**src/tccb_pkg.sv**
```systemverilog
// Package for the text console cell buffer: sizes, codes, queue entry and result types.
// No dependencies.
package tccb_pkg;
  localparam int MaxRows = 32;
  localparam int MaxCols = 128;
  localparam int RowW = 5;
  localparam int ColW = 7;
  localparam int AddrW = RowW + ColW;
  localparam int Depth = MaxRows * MaxCols;

  localparam logic [7:0] ChNewline = 8'd10;
  localparam logic [7:0] ChReturn = 8'd13;
  localparam logic [7:0] ChBackspace = 8'd8;

  localparam logic [2:0] ModePut = 3'd0;
  localparam logic [2:0] ModeDel = 3'd1;
  localparam logic [2:0] ModeIns = 3'd2;
  localparam logic [2:0] ModeClr = 3'd3;
  localparam logic [2:0] ModeMove = 3'd4;
  localparam logic [2:0] ModeRead = 3'd5;

  typedef enum logic [2:0] {
    OP_NOP, OP_NEWLINE, OP_RETURN, OP_BACKSPACE, OP_PUT, OP_DEL, OP_INS, OP_CLR
  } op_t;
  // move and read are their own ops
  typedef enum logic [1:0] {OPX_NONE, OPX_MOVE, OPX_READ} opx_t;

  typedef struct packed {
    op_t op;
    opx_t opx;
    logic [7:0] ch;
    logic [RowW-1:0] row;
    logic [ColW-1:0] col;
  } cmd_t;

  typedef struct packed {
    logic drawn_valid;
    logic [4:0] drawn_row;
    logic [6:0] drawn_col;
    logic [7:0] drawn_char;
    logic scrolled;
    logic [4:0] cursor_row;
    logic [7:0] cursor_col;
    logic [7:0] read_char;
  } res_t;

  typedef enum logic [3:0] {
    S_IDLE, S_DISP, S_SHIFT, S_ZERO, S_CLR, S_BSREAD, S_BSWAIT, S_BSCHK, S_RDWAIT,
    S_RDOUT, S_DONE, S_INIT
  } state_t;
endpackage

```
**src/tccb_front.sv**
```systemverilog
// Front end: accepts input transfers, classifies them and queues commands.
// Depends on tccb_pkg.
module tccb_front (
  input  logic clk,
  input  logic rst,
  input  logic in_valid,
  output logic in_stall,
  input  logic [2:0] mode,
  input  logic [7:0] char_code,
  input  logic [4:0] row,
  input  logic [6:0] col,
  output logic q_valid,
  input  logic q_take,
  output tccb_pkg::cmd_t q_cmd
);
  tccb_pkg::cmd_t fifo [2];
  logic wp, rp;
  logic [1:0] cnt;
  tccb_pkg::cmd_t c;
  logic push, pop;

  always_comb begin
    c.ch = char_code;
    c.row = row;
    c.col = col;
    c.opx = tccb_pkg::OPX_NONE;
    c.op = tccb_pkg::OP_NOP;
    case (mode)
      tccb_pkg::ModePut: begin
        if (char_code == tccb_pkg::ChNewline) c.op = tccb_pkg::OP_NEWLINE;
        else if (char_code == tccb_pkg::ChReturn) c.op = tccb_pkg::OP_RETURN;
        else if (char_code == tccb_pkg::ChBackspace) c.op = tccb_pkg::OP_BACKSPACE;
        else c.op = tccb_pkg::OP_PUT;
      end
      tccb_pkg::ModeDel: c.op = tccb_pkg::OP_DEL;
      tccb_pkg::ModeIns: c.op = tccb_pkg::OP_INS;
      tccb_pkg::ModeClr: c.op = tccb_pkg::OP_CLR;
      tccb_pkg::ModeMove: c.opx = tccb_pkg::OPX_MOVE;
      tccb_pkg::ModeRead: c.opx = tccb_pkg::OPX_READ;
      default: c.op = tccb_pkg::OP_NOP;
    endcase
  end

  assign in_stall = (cnt == 2'd2);
  assign push = in_valid && !in_stall;
  assign pop = q_take && q_valid;
  assign q_valid = (cnt != 2'd0);
  assign q_cmd = fifo[rp];

  always_ff @(posedge clk) begin
    if (push) fifo[wp] <= c;
    if (rst) begin
      wp <= 1'b0;
      rp <= 1'b0;
      cnt <= 2'd0;
    end else begin
      if (push) wp <= ~wp;
      if (pop) rp <= ~rp;
      cnt <= cnt + {1'b0, push} - {1'b0, pop};
    end
  end
endmodule

```
**config.mk**
```make
export PLATFORM = sky130hd
export DESIGN_NAME = tccb_front
export DESIGN_NICKNAME = d
export VERILOG_FILES = /design/src/tccb_pkg.sv /design/src/tccb_front.sv
export SDC_FILE = /design/constraint.sdc
export NUM_CORES = 1
export LEC_CHECK = 0
export ABC_CLOCK_PERIOD_IN_PS = 4150
export BUFFER_PORTS_ARGS = -buffer_cell sky130_fd_sc_hd__buf_2
export CORE_MARGIN = 4
export CORE_UTILIZATION = 35
export DETAILED_ROUTE_END_ITERATION = 16
export MAX_ROUTING_LAYER = met4
export PLACE_DENSITY = 0.63
export SLEW_MARGIN = 15
export SYNTH_ARGS = -nofsm -noshare
export SYNTH_HDL_FRONTEND = slang
export SYNTH_SLANG_ARGS = --single-unit
```
**constraint.sdc**
```tcl
create_clock -name clk -period 4.15 [get_ports clk]
set_input_delay 0.415 -clock clk [delete_from_list [all_inputs] [get_ports clk]]
set_output_delay 0.415 -clock clk [all_outputs]
set_load 0.05 [all_outputs]
```
Word-level counts from Yosys, hierarchy flattened
Memories as Yosys holds them, arrays and structs flattened. A register that Yosys moved wholly into a read port is not among the register bits.
Index checks and enable logic that the tools add are counted.

storage, ports and cells
  RAM bits = 50
  memories = 1
  output and inout port bits = 27
  register bits = 4
  logic and storage cells = 31

operators by class
  add/subtract/negate cells = 2
  eq/ne operators = 9
  multiplexer cells = 9
  reductions and logical operators = 5
  bitwise operators = 2

memory list
  memory  depth  width  rd ports  clocked after memory_dff  wr ports  line              text
  fifo    2      25     1         1                         1         tccb_front.sv:16  tccb_pkg::cmd_t fifo [2];

operators by type and width
  kind                                                                   count
  8-bit by 4-bit equality test with 1-bit output, second input constant  3
  3-bit case mux with 4 select lines                                     1
  3-bit two-way mux                                                      3
  3-bit by 2-bit equality test with 1-bit output, second input constant  2
  3-bit equality test, second input constant                             2
  1-bit two-way mux                                                      4
  2-bit case mux with 2 select lines                                     1
  3-bit by 1-bit equality test with 1-bit output, second input constant  1
  3-bit logical NOT                                                      1
  2-bit by 1-bit adder with 2-bit output                                 1
  2-bit equality test, second input constant                             1
  1-bit logical AND                                                      2
  1-bit NOT                                                              2
  2-bit nonzero test                                                     1
  2-bit by 1-bit subtractor with 2-bit output                            1
  1-bit logical NOT                                                      1

Longest topological paths before layout
  depth after elaboration = 5
  gate-level depth with buffers = 8
  gate-level depth less buffers = 8

Worst setup path before layout
Ideal clock, no wire load.

  path type = register -> register
  from = register cnt[0]
  to = memory fifo[0][0] in the netlist's numbering, enable pin
  setup time = 0.380 ns
  clock period less this slack = 1.828 ns
  arrival time = 1.449 ns
  stages on the path, launching flop included = 5
  setup slack = 2.322 ns
  required time = 3.770 ns
  cells stage by stage = dfxtp_1 -> nand2b_2 -> inv_2 -> or3_1 -> inv_1

on the way
  longest elaborated chain between the ends = 5

ends and longest elaborated chain
  what                                     line              text
  start, declared                          tccb_front.sv:18  logic [1:0] cnt;
  start signal, assigned                   tccb_front.sv:59  cnt <= cnt + {1'b0, push} - {1'b0, pop};
  2-bit equality test                      tccb_front.sv:44  assign in_stall = (cnt == 2'd2);
  named net in_stall                       tccb_front.sv:7   output logic in_stall,
  1-bit logical NOT                        tccb_front.sv:45  assign push = in_valid && !in_stall;
  1-bit logical AND                        tccb_front.sv:45
  1-bit two-way mux                        tccb_front.sv:51  if (push) fifo[wp] <= c;
  1-bit two-way mux (not written as such)  tccb_front.sv:51
  end, declared                            tccb_front.sv:16

The timed path passes the listed nets, and every way through them passes these cells.

==> results list <==
* GPL Wtd Cong: 0.788
- Clock sink count: 55
* Synthesized flop and latch total: 55
- Core box area: 5920 um^2
* DIE AREA: 7400 um^2
- Highest Clock Rate: 0.448 GHz
- Count of different cell masters after synthesis: 28
* Mapped Avg Cell Area: 17.7 um^2
- GRT Total Usage: 10.5%
- In this run the static leakage power is 0.000988 uW.
- Of the total power, registers draw 43.1%.
- Drt initial violations: 17
- Max FO, Critical Path: 17
* Hold crit path type: primary input to flip-flop
- Cell internal power dissipation: 1030 uW
- Part of the power in combinational logic: 41.2%
* Number of nets at the end of the flow: 207
* First-pass GRT wire length: 5.63 mm
- FF-to-FF Start: cnt[0]$_SDFF_PP0_
- End of the worst register-to-register path: fifo[0][22]$_DFFE_PP_
* Post-synth top flop: sky130_fd_sc_hd__edfxtp_1
- Headroom to the max-slew limit came out at 33.6%.
- Dividing the detail-routed wire length by the instance count gives 14.5 um.
- The clock period could shrink to 2.23 ns.
- Using the TritonRoute via totals, the vias-per-cell ratio works out to 4.62.
- The routed design has 3.68 mm of wire.
* Critical path startpoint category: flip-flop
- Once detailed placement completed, the half-perimeter wirelength came to 2.51 mm.
- The run finished with clean final reports.
* Root Buffer: sky130_fd_sc_hd__clkbuf_8
- Setup violations remaining at the end of the flow were counted as 0.
* DIE HEIGHT: 86 um
- The initial antenna violation count is 0.
- WHS Endpoint: fifo[1][4]$_DFFE_PP_
- Counting every instance in the synthesized netlist gives 120.
* Switching power share of the total: 40.8%
* Remaining global-route overflow: 0
* Proportion of synthesized flip-flops having asynchronous set or reset: 0%
- TritonCTS built the clock tree.
- Ant diodes: 0
* Number of standard-cell rows in the floorplan: 28
- Horizontal extent of the die: 86 um
* Starting Density: 36.0%
- Unrepaired setup endpoints after global routing: false
- Actual transition at the worst max-transition pin: 0.995 ns
* Router iterations before antenna repair: 4
* Number of nets with antenna violations after detailed routing: 0
* Hold buffers post-CTS: 0
- For the final database, setup skew stands at 0.00412 ns.
- Setup tns final: 0 ns
* Count of buffers added by post-CTS timing repair for setup: 0
* Count of buffers from port buffering: 53
- CTS buffer count: 5
* Critical path capture point type: output pin
- The tightest hold path in the finished design has a slack of 0.304 ns.
- Number of H-tree levels: 2
* Max Root-Sink Buffers: 2
- Number of global-route vias before repair: 1,184
- Number of gates given a new drive strength after cts: 0
- Arrival time worst endpoint: 1.82 ns
- Area growth from synthesis to layout: 19.9%
- The mapped netlist covers 2130 um^2.
- Crit Path Category: flip-flop to output pin
- Yosys mapped a number of flops with a built-in enable equal to 50.
- Setup slack of the worst register-to-register path: 2.14 ns
- Via Count: 1,168
* Worst Path Required: 3.73 ns
* Synth Warn #: 0
- The startpoint identified for the worst hold timing path is col[4].
- Pins Over Slew Limit: 0
- For the worst-skew pair, the clock arrives at the later sink with an insertion delay of 0.29 ns.
- In the final layout, the share of cells above drive strength 1 is 50.0%.
- In this run the power spent charging and discharging nets is 707 uW.
- IR Drop Worst-Case VDD: 0.000431 V
- For this design the top-level I/O count stands at 54.
- Entering global routing, the biggest net connects 26 pins.
- Part of the power in the clock network: 15.7%
- Worst hold stages: 1
- When the netlist entered floorplanning its net count stood at 149.
- Max-cap violations in this run came to 0.
* Number of hold violations in the final report: 0
* Power density of the placed cells: 679 nW/um^2
* Post-CTS clock slew at the launch and capture registers of the worst setup and hold paths: 0.09 ns
- For the worst flop-to-flop path, the logic depth is 4.
* Residual DRC: 0
- Part of the Yosys area used for sequential elements: 75.2%
- Dividing the final minimum period by the clock period gives 53.8%.
-- worst max-delay path by stage --
| stage | end | slack [ns] | from |
|---|---|---|---|
| after floorplan | fifo[0][0]$_DFFE_PP_ | 2.32 | cnt[0]$_SDFF_PP0_ |
| after global placement | fifo[0][6]$_DFFE_PP_ | 2.06 | in_valid |
| after detailed placement | fifo[0][4]$_DFFE_PP_ | 2.03 | in_valid |
| after CTS | q_cmd[12] | 1.84 | flip-flop |
| after global routing | q_cmd[13] | 1.79 | flip-flop |
| final | q_cmd[13] | 1.92 | flip-flop |
-- cells in the mapped netlist (2+ instances only) --
library cell               instances  share of area [%]
sky130_fd_sc_hd__a31oi_1           2               0.59
sky130_fd_sc_hd__buf_4             2               0.70
sky130_fd_sc_hd__dfxtp_1           5                4.7
sky130_fd_sc_hd__edfxtp_1         50                 71
sky130_fd_sc_hd__ha_1              2                1.2
sky130_fd_sc_hd__inv_1             5               0.88
sky130_fd_sc_hd__mux2_2           25                 13
sky130_fd_sc_hd__nor2_1            4               0.70
sky130_fd_sc_hd__nor3_1            4               0.94
sky130_fd_sc_hd__o21ai_0           2               0.47
sky130_fd_sc_hd__xor2_1            2               0.82
-- layer usage --
layer,vias to the layer above,GRT usage [%],part of all wire (%)
met5,-,-,0
met4,0,3.45,1.3
met3,7,3.17,4.8
met2,33,16.2,47
met1,563,13.1,47
li1,565,-,-
-- per-stage QoR --
step                instances  util, %  setup WS, ns  cell area [um^2]  power [uW]
floorplan                 120        -          2.32              2130        1330
detailed placement        246     41.8          2.03              2480        1490
global placement          246     41.8          2.06              2480        1480
finish                    253     43.1          1.92              2550        1730
global route              253     43.1          1.79              2550        1820
CTS                       253     43.1          1.84              2550        1760
-- cells in the final DEF, fill, tap and decap left out --
cell	n
sky130_fd_sc_hd__or2_2	1
sky130_fd_sc_hd__edfxtp_1	50
sky130_fd_sc_hd__nor2b_1	1
sky130_fd_sc_hd__or3_1	1
sky130_fd_sc_hd__nand2b_2	1
sky130_fd_sc_hd__xnor2_1	1
sky130_fd_sc_hd__buf_2	53
sky130_fd_sc_hd__o21a_1	1
sky130_fd_sc_hd__nand2_1	1
sky130_fd_sc_hd__a31oi_1	2
sky130_fd_sc_hd__nand3b_1	1
sky130_fd_sc_hd__dfxtp_1	5
sky130_fd_sc_hd__buf_4	1
sky130_fd_sc_hd__nor3_1	4
sky130_fd_sc_hd__o21ai_0	2
sky130_fd_sc_hd__and2_1	1
sky130_fd_sc_hd__clkbuf_8	5
sky130_fd_sc_hd__and3_2	1
sky130_fd_sc_hd__a22o_1	1
sky130_fd_sc_hd__and3_1	1
sky130_fd_sc_hd__and3b_1	1
sky130_fd_sc_hd__nor2_1	4
sky130_fd_sc_hd__ha_1	2
sky130_fd_sc_hd__clkinv_1	1
sky130_fd_sc_hd__nor4_1	1
sky130_fd_sc_hd__mux2_2	25
sky130_fd_sc_hd__a21oi_1	1
sky130_fd_sc_hd__xor2_1	2
sky130_fd_sc_hd__inv_1	5
sky130_fd_sc_hd__clkinv_2	1
sky130_fd_sc_hd__inv_2	1
-- worst max-delay path: stages (launching register included) --
cell	delay [ns]
sky130_fd_sc_hd__dfxtp_1	0.59
sky130_fd_sc_hd__buf_4	0.34
sky130_fd_sc_hd__mux2_2	0.37
sky130_fd_sc_hd__buf_2	0.21
-- cells by family after synthesis --
group	synth area share [%]
AOI/OAI and AO/OA	2.06
and+or+nand+nor	5.11
xor gates and xnor gates	1.23
buffers and inverters	2.00
DFF	75.2
adders and majority gates	1.17
muxes	13.2
-- cell type report --
cell class / count / area, um^2
Multi-Input combinational cell: 56 / 485
Sequential cell: 55 / 1600
Clock inverter: 2 / 8.76
Fill cell: 567 / 3370
Timing Repair Buffer: 54 / 273
Clock buffer: 5 / 68.8
Tap cell: 75 / 93.8
Inverter: 6 / 22.5
-- flip-flops by register name, indices dropped and copies added, names as in the netlist, named ones only --
signal,count
wp,1
rp,1
fifo,50
cnt,2
-- power groups by stage --
stage          combinational (uW)  sequential, uW  clock, uW
5_1_grt                       760             759        302
3_3_place_gp                  723             759          0
4_1_cts                       729             750        279
3_5_place_dp                  727             763          0
2_1_floorplan                 594             740          0
6_report                      715             747        271
Note: power is estimated with default switching activity, not from simulation.
